--- src/rtl/dru_pkg.sv ---
`timescale 1ns / 1ps

package dru_pkg;

    localparam int NUM_CLASSES = 80;

    // Row layout: four box fields, then the class scores.
    localparam logic [6:0] BOX_FIELDS = 7'd4;
    localparam logic [6:0] SCORE_END  = 7'(4 + NUM_CLASSES);
    localparam logic [6:0] INDEX_MAX  = 7'd127;

    // Number of class enable bits held by the two enable registers.
    localparam logic [6:0] ENABLE_BITS = 7'd80;

    // Axis arithmetic widths.
    localparam int SUM_W  = 26;   // 2*c +/- s - pad*512, Q.9
    localparam int PROD_W = 51;   // SUM_W signed times 24-bit unsigned, Q.25
    localparam int MAG_W  = 26;   // rounded magnitude

    typedef enum logic [3:0] {
        CFG_SCORE_THRESHOLD   = 4'd0,
        CFG_PAD_LEFT          = 4'd1,
        CFG_PAD_TOP           = 4'd2,
        CFG_INVERSE_SCALE     = 4'd3,
        CFG_MAX_X             = 4'd4,
        CFG_MAX_Y             = 4'd5,
        CFG_CLASS_ENABLE_LOW  = 4'd6,
        CFG_CLASS_ENABLE_HIGH = 4'd7
    } cfg_index_t;

    typedef struct packed {
        logic signed [23:0] element_value;
        logic               row_last;
    } dru_in_t;

    typedef struct packed {
        logic [15:0]        box_left;
        logic [15:0]        box_top;
        logic [15:0]        box_w;
        logic [15:0]        box_h;
        logic signed [23:0] box_score;
        logic [6:0]         box_class;
    } dru_out_t;

    typedef struct packed {
        logic [8:0]  score_threshold;
        logic [11:0] pad_left;
        logic [11:0] pad_top;
        logic [23:0] inverse_scale;
        logic [15:0] max_x;
        logic [15:0] max_y;
        logic [39:0] class_enable_low;
        logic [39:0] class_enable_high;
    } dru_cfg_t;

    // Completed row as seen by the box arithmetic.
    typedef struct packed {
        logic               valid;
        logic signed [23:0] ctr_x;
        logic signed [23:0] ctr_y;
        logic signed [23:0] width;
        logic signed [23:0] height;
        logic signed [23:0] score;
        logic [6:0]         class_id;
    } dru_row_t;

endpackage

--- src/rtl/dru_cfg_regs.sv ---
`timescale 1ns / 1ps

module dru_cfg_regs import dru_pkg::*; (
    input  logic        aclk,
    input  logic        aresetn,
    input  logic        cfg_valid,
    output logic        cfg_ready,
    input  logic [3:0]  cfg_index,
    input  logic [39:0] cfg_data,
    output dru_cfg_t    cfg
);

    dru_cfg_t cfg_reg;

    assign cfg_ready = 1'b1;
    assign cfg       = cfg_reg;

    always_ff @(posedge aclk) begin
        if (!aresetn) begin
            cfg_reg.score_threshold   <= 9'd64;
            cfg_reg.pad_left          <= 12'd0;
            cfg_reg.pad_top           <= 12'd0;
            cfg_reg.inverse_scale     <= 24'd65536;
            cfg_reg.max_x             <= 16'd639;
            cfg_reg.max_y             <= 16'd479;
            cfg_reg.class_enable_low  <= '1;
            cfg_reg.class_enable_high <= '1;
        end else if (cfg_valid && cfg_ready) begin
            unique case (cfg_index)
                CFG_SCORE_THRESHOLD:   cfg_reg.score_threshold   <= cfg_data[8:0];
                CFG_PAD_LEFT:          cfg_reg.pad_left          <= cfg_data[11:0];
                CFG_PAD_TOP:           cfg_reg.pad_top           <= cfg_data[11:0];
                CFG_INVERSE_SCALE:     cfg_reg.inverse_scale     <= cfg_data[23:0];
                CFG_MAX_X:             cfg_reg.max_x             <= cfg_data[15:0];
                CFG_MAX_Y:             cfg_reg.max_y             <= cfg_data[15:0];
                CFG_CLASS_ENABLE_LOW:  cfg_reg.class_enable_low  <= cfg_data;
                CFG_CLASS_ENABLE_HIGH: cfg_reg.class_enable_high <= cfg_data;
                default: begin
                end
            endcase
        end
    end

endmodule

--- config.mk ---
export PLATFORM = sky130hd
export DESIGN_NAME = dru_cfg_regs
export DESIGN_NICKNAME = d
export VERILOG_FILES = /design/src/rtl/dru_pkg.sv /design/src/rtl/dru_cfg_regs.sv
export SDC_FILE = /design/constraint.sdc
export NUM_CORES = 1
export LEC_CHECK = 0
export BUFFER_PORTS_ARGS = -buffer_cell sky130_fd_sc_hd__buf_2
export CAP_MARGIN = 10
export CORE_MARGIN = 2
export CORE_UTILIZATION = 23
export DETAILED_ROUTE_END_ITERATION = 7
export PLACE_DENSITY = 0.5
export SLEW_MARGIN = 25
export SYNTH_ARGS = -nofsm -noshare
export SYNTH_HDL_FRONTEND = slang
export SYNTH_SLANG_ARGS = --single-unit
--- constraint.sdc ---
create_clock -name aclk -period 1.2 [get_ports aclk]
set_input_delay 0.18 -clock aclk [delete_from_list [all_inputs] [get_ports aclk]]
set_output_delay 0.18 -clock aclk [all_outputs]
set_load 0.01 [all_outputs]
# --- Yosys cells after proc, flatten, opt, wreduce, memory -nomap -nowiden ---
# Cells that the tools add are included.
op_classes:
  n_eq_ne: 7
  reduce_logical: 9
op_table:
  columns: ["cell", "count"]
  rows:
  - ["4-bit by 3-bit equality test with 1-bit output, second input constant", 4]
  - ["2-bit AND reduction", 8]
  - ["4-bit by 2-bit equality test with 1-bit output, second input constant", 2]
  - ["4-bit by 1-bit equality test with 1-bit output, second input constant", 1]
  - ["4-bit zero test", 1]
totals:
  register_bits: 169
  wordCells: 24

# --- Depth between registers and ports, before layout ---
# Gate-level depths: netlist (run 1).
depth:
  depth_word: 2
  ltp_mapped: 6
  depth_no_buf: 3

# --- Least setup slack after synthesis (run 1) ---
# No wires, ideal clock.
synth_timing:
  path_kind: "input-to-reg"
  start: "in cfg_index[3]"
  end: "reg cfg_reg (netlist bit cfg[119])"
  arrival_time_ns: 1.078
  required_ns: 1.128
  path_slack_ns: 0.051
  cell_stages: 5
  n_path_buf: 2
  path_cell_list: "nor3b_2 > and3_1 > buf_4 > buf_6 > mux2i_1"
synth_between:
  elab_chain_len: 2
synth_lines:
  columns: ["element", "line", "source"]
  rows:
  - ["start: declaration", "dru_cfg_regs.sv:8", "input logic [3:0] cfg_index,"]
  - ["4-bit by 2-bit equality test with 1-bit output", "dru_cfg_regs.sv:29", "unique case (cfg_index)"]
  - ["2-bit AND reduction (no source line)", null, null]
  - ["end: declaration", "dru_cfg_regs.sv:13", "dru_cfg_t cfg_reg;"]
# Every way passes these cells.
# A chain may end at the register's enable or synchronous reset.

# --- Worst setup path in the final report (run 1) ---
layout_timing:
  start: "reg cfg_reg (netlist bit cfg[7])"
  end: "out cfg[7] (netlist name)"
layout_rtl:
  columns: ["element", "line", "source"]
  rows:
  - ["end: declaration", "dru_cfg_regs.sv:10", "output dru_cfg_t cfg"]
# No word-level cell between the ends.

==> results of run 1 <==
==> layout make-up <==
cell class | instances | area share (%)
well taps | 384 | 5.22
flip-flops and latches | 169 | 36.7
clock buffers | 21 | 5.00
multi-input cells | 472 | 32.9
repair buffers | 270 | 18.6
clock inverters | 11 | 1.58
==> layout by cell type (no fill, tap or decap), types with 2 or more instances in the layout <==
cell type      count
buf_12            17
bufinv_16          3
nand2_1           96
buf_4             36
dfxtp_1          169
clkbuf_1           2
nand2b_1          56
clkinvlp_4         3
clkinv_2           3
buf_2            214
nand2_2            2
clkbuf_16         17
dlygate4sd3_1      2
clkbuf_8           2
mux2i_1          113
nor2b_1           82
a21oi_1          112
==> logic make-up (layout without fill, tap and decap cells) <==
| group | count (synthesis) | after routing | synth area share, % |
|---|---|---|---|
| mux | 113 | 113 | 16.9 |
| simple gates | 246 | 246 | 19.5 |
| flops | 169 | 169 | 50.6 |
| compound gates | 112 | 112 | 8.38 |
| other cells | 1 | 1 | 0.0561 |
| buf+inv | 57 | 302 | 4.54 |
==> synth_stat cells, drive strengths merged <==
| cell | number | area, um2 |
|---|---|---|
| and2b | 1 | 7.51 |
| nor3b | 1 | 12.5 |
| and2 | 3 | 18.8 |
| nand2 | 98 | 373 |
| nand3 | 1 | 5.00 |
| and3 | 1 | 6.26 |
| nand2b | 56 | 350 |
| buf | 37 | 229 |
| and3b | 1 | 8.76 |
| clkbuf | 20 | 75.1 |
| nor2b | 83 | 519 |
| a21oi | 112 | 561 |
| mux2i | 113 | 1130 |
| dfxtp | 169 | 3380 |
| conb | 1 | 3.75 |
| nor2 | 1 | 6.26 |
==> tightest hold or removal path: stages <==
cell and delay, ns:
buf_2 0.07, nor2b_1 0.04, mux2i_1 0.10
==> per-layer routing <==
layer,GRT usage (%),vias up,share of wire [%]
met1,19.1,2620,50
met2,19.7,163,42
met3,4.83,8,8.0
met5,0,-,0
li1,-,2773,-
met4,3.26,0,0.70
==> stage by stage <==
step           utilization [%]  setup TNS [ns]  cell area, um2
2_1_floorplan                -               0            6690
3_3_place_gp              29.9           -5.51            8580
4_1_cts                   32.1               0            9210
6_report                  32.1               0            9210
5_1_grt                   32.1               0            9210
3_5_place_dp              29.9           -8.43            8580
==> what timing repair did <==
item	4_1_cts	5_1_grt
setup buffers	0	0
hold buffers	2	0
setup endpoints to repair	0	0
endpoints found under the hold margin	2	0
==> worst paths after layout <==
| path | to | from |
|---|---|---|
| min reg2reg | cfg[120] | cfg[120] |
| max reg2reg | cfg[105] | cfg[105] |
| max | cfg[7] | cfg[7] |
| min | cfg[26] | cfg_data[26] |
==> power by group through the flow <==
stage                     registers (uW)  clock network [uW]  logic [uW]
after floorplan                     5880                   0         406
after global placement              5840                   0         905
after detailed placement            5840                   0         903
after CTS                           5720                5940         911
after global routing                5720                6180         975
final                               5720                5760         894
==> results.py, run 1 <==
metrics = {
    "global_routing": {
        "grt_pass1_vias": 5392,
        "grt_pass1_wl_mm": 32.3,
        "gr-total-overflow": 0,
        "grt_max_degree": 41,
        "antenna_found_initial": 0,
        "grt_usage_pct": 13.6,
    },
    "floorplanning": {
        "die_x_um": 175,
        "io_pins": 217,
        "start_util_pct": 23.3,
        "dieHeight_um": 175,
        "rows": 62,
        "core_area_mm2": 0.0287,
        "die_area_mm2": 0.0305,
    },
    "power": {
        "power.total_uw": 12400,
        "power_frac_clock_pct": 46.5,
        "switching_share_pct": 23.5,
        "combPwrFrac_pct": 7.2,
        "switching_power_uw": 2910,
        "seq_power_share_pct": 46.2,
        "ir_worst_vdd_v": 0.000714,
        "p_leak_uw": 0.00419,
        "p_int_uw": 9460,
        "power_density_mw_per_mm2": 1340,
    },
    "drt": {
        "wire_per_inst_um": 15.6,
        "postRouteAntennaNets": 0,
        "vias": 5564,
        "drt_iter0_drc": 282,
        "drc": 0,
        "wirelength_mm": 20.7,
        "viasPerCell": 4.19,
        "dr.pass1.iters": 4,
    },
    "layout": {
        "register_area_mm2": 0.00338,
        "multi_input_area_mm2": 0.00303,
        "fillers": 3014,
        "num_antenna_cells": 0,
        "final_net_count": 977,
        "drive_above_1_share_pct": 32.6,
        "layout.cells.non_filler": 1327,
        "largest_reg_flops": 169,
        "area_growth_pct": 37.6,
    },
    "clock_network": {
        "clockBufferDepth": 2,
        "root_buffer": "clkbuf_16",
        "cts.sinks": 169,
        "cts_buffers": 17,
        "htree_levels": 4,
        "cts_tree": "done",
        "worstSkewPairLatency_ns": 0.41,
        "clk_transition_reported_paths_ns": 0.07,
        "cts-resized-gates": 0,
    },
    "placed_design": {
        "gp_congestion": 0.735,
        "dpl.cell_count": 1293,
        "dp_hpwl_mm": 14.6,
        "port_buffers": 215,
        "dp_slack_ns": -0.103,
    },
    "timing": {
        "clock_skew_ns": 0,
        "worst_slack_ns": 0.0965,
        "fmax_mhz": 906,
        "period_minus_slack_ns": 1.10,
        "hold_viol": 0,
        "rsz0062_at_grt": "no",
        "drv_slew": 0,
        "hold_ws_ns": 0.0280,
        "setup_viol": 0,
        "finalCritPeriodShare_pct": 92.0,
    },
    "logic_synthesis": {
        "ys_ff_latch": 169,
        "ys.warnings.count": 0,
        "synth_area_mm2": 0.00669,
        "synthCells": 698,
        "seq_area_frac_synth_pct": 50.6,
        "synth_fp_nets": 745,
        "synth_cell_types": 21,
        "postSynthAreaPerCell_um2": 9.58,
    },
    "worst_hold_path": {
        "whs_path_depth": 3,
        "hp-class": "input pin to flip-flop",
    },
    "flow_run": {
        "drv_cap": 0,
    },
    "worst_setup_path": {
        "worstRegToRegCells": 3,
        "cp_cell_sequence": "buf_2",
        "critPathSlowestCell": "dfxtp_1",
        "start_kind": "flip-flop",
        "critPathMaxFanout": 2,
        "criticalPathCategory": "flip-flop to primary output",
        "rrSetupSlack_ns": 0.45,
        "crit_family": "flip-flops",
        "cp.required_ns": 1.02,
        "path_buf_inv": 1,
        "endpoint_kind": "primary output",
        "cp.depth": 1,
        "cp.arrival_ns": 0.92,
        "slowest_delay_ns": 0.34,
    },
    "outcome": {
        "status": "completed",
    },
}
Note: power is estimated with default switching activity, not from simulation.
==> run 2, diff against run 1 <==
--- a/config.mk
+++ b/config.mk
@@ -10,6 +10,7 @@
 export CORE_MARGIN = 2
 export CORE_UTILIZATION = 23
 export DETAILED_ROUTE_END_ITERATION = 7
+export MAX_ROUTING_LAYER = met4
 export PLACE_DENSITY = 0.5
 export SLEW_MARGIN = 25
 export SYNTH_ARGS = -nofsm -noshare
==> results.py, run 2 (synthesis gave the netlist of run 1 again) <==
metrics = {
    "worst_setup_path": {
        "cp.required_ns": 1.02,
        "critPathSlowestCell": "dfxtp_1",
        "startpoint": "cfg[7]",
        "path_buf_inv": 1,
        "cp.arrival_ns": 0.92,
        "endpoint_kind": "primary output",
        "criticalPathCategory": "flip-flop to primary output",
        "start_kind": "flip-flop",
        "critPathMaxFanout": 2,
        "reg2reg_from": "cfg[68]",
        "slowest_delay_ns": 0.34,
        "crit_family": "flip-flops",
        "cp_cell_sequence": "buf_2",
    },
    "clock_network": {
        "cts.sinks": 169,
        "htree_levels": 4,
        "root_buffer": "clkbuf_16",
        "worstSkewPairLatency_ns": 0.42,
        "cts_buffers": 17,
        "cts_tree": "done",
        "clk_transition_reported_paths_ns": 0.07,
        "cts_setup_buffers": 0,
        "clockBufferDepth": 2,
    },
    "layout": {
        "final_cell_mix": "214 x buf_2, 169 x dfxtp_1, 113 x mux2i_1",
        "num_antenna_cells": 0,
        "final_common_cell": "buf_2",
        "final_net_count": 977,
        "largest_reg_flops": 169,
        "layout.cells.non_filler": 1327,
        "area_growth_pct": 37.6,
        "fin_util_pct": 32.1,
        "drive_above_1_share_pct": 32.6,
        "final_area_mm2": 0.00921,
    },
    "global_routing": {
        "grt_pass1_vias": 5413,
        "gr-total-overflow": 0,
        "grt_pass1_wl_mm": 32.3,
        "grt_usage_pct": 14.0,
        "grt_max_degree": 41,
        "antenna_found_initial": 0,
    },
    "drt": {
        "wire_per_inst_um": 15.6,
        "vias": 5544,
        "postRouteAntennaNets": 0,
        "drc": 0,
        "viasPerCell": 4.18,
        "drt_iter0_drc": 293,
        "dr.pass1.iters": 4,
        "wirelength_mm": 20.8,
    },
    "timing": {
        "clock_skew_ns": 0,
        "hold_viol": 0,
        "drv_slew": 0,
        "hold_ws_ns": 0.0272,
        "fmax_mhz": 906,
        "finalCritPeriodShare_pct": 92.0,
        "rsz0062_at_grt": "no",
        "period_minus_slack_ns": 1.10,
        "setup_viol": 0,
    },
    "placed_design": {
        "gp_congestion": 0.744,
        "dp_hpwl_mm": 14.6,
        "port_buffers": 215,
        "dpl.cell_count": 1293,
        "dpl_cell_area_mm2": 0.00858,
    },
    "floorplanning": {
        "die_x_um": 175,
        "start_util_pct": 23.3,
        "core_area_mm2": 0.0287,
        "die_area_mm2": 0.0305,
        "io_pins": 217,
        "rows": 62,
        "dieHeight_um": 175,
    },
    "power": {
        "ir_worst_vdd_v": 0.000714,
        "power_density_mw_per_mm2": 1340,
        "p_leak_uw": 0.00419,
    },
    "worst_hold_path": {
        "hp-start": "cfg_data[26]",
        "hp-class": "input pin to flip-flop",
    },
    "flow_run": {
        "drv_cap": 0,
    },
    "outcome": {
        "status": "completed",
    },
}
-- run 2: worst paths after layout --
check / slack [ns] / depth (start not counted) / end
min reg2reg: 0.45 / 2 / cfg[120]
min: 0.03 / 3 / cfg[26]
max reg2reg: 0.44 / 3 / cfg[68]
max: 0.1 / 1 / cfg[7]
-- run 2: metrics by stage --
stage / setup TNS [ns] / worst slack (ns) / power (uW)
after detailed placement: -8.43 / -0.103 / 6750
after global routing: 0 / 0.00937 / 12900
final: 0 / 0.0959 / 12400
after global placement: -5.51 / -0.0890 / 6750
after CTS: 0 / 0.0535 / 12600
after floorplan: 0 / 0.0507 / 6280
-- run 2: timing repair --
action,CTS,global route
hold buffers,2,0
gates resized for setup,0,0
endpoints found under the hold margin,2,0
-- run 2: layout make-up --
type / count / area, um2
Fill cell: 3014 / 19500
Sequential cell: 169 / 3380
Multi-Input combinational cell: 472 / 3030
Timing Repair Buffer: 270 / 1710
Tap cell: 384 / 480
Clock buffer: 21 / 460
Clock inverter: 11 / 145
-- run 2: routing by layer --
metal / routed length (um) / vias up / GRT usage [%]
met5: 0 / - / -
met4: 95 / 0 / 2.74
met3: 1570 / 5 / 4.92
met2: 8660 / 171 / 19.7
met1: 10400 / 2595 / 19.3
li1: - / 2773 / -
-- run 2: power breakdown --
part | total [uW] | switching, uW | internal, uW | leakage (uW)
registers | 5720 | 35.6 | 5680 | 0.00137
clock network | 5770 | 2370 | 3390 | 0.000289
logic | 895 | 510 | 386 | 0.00253
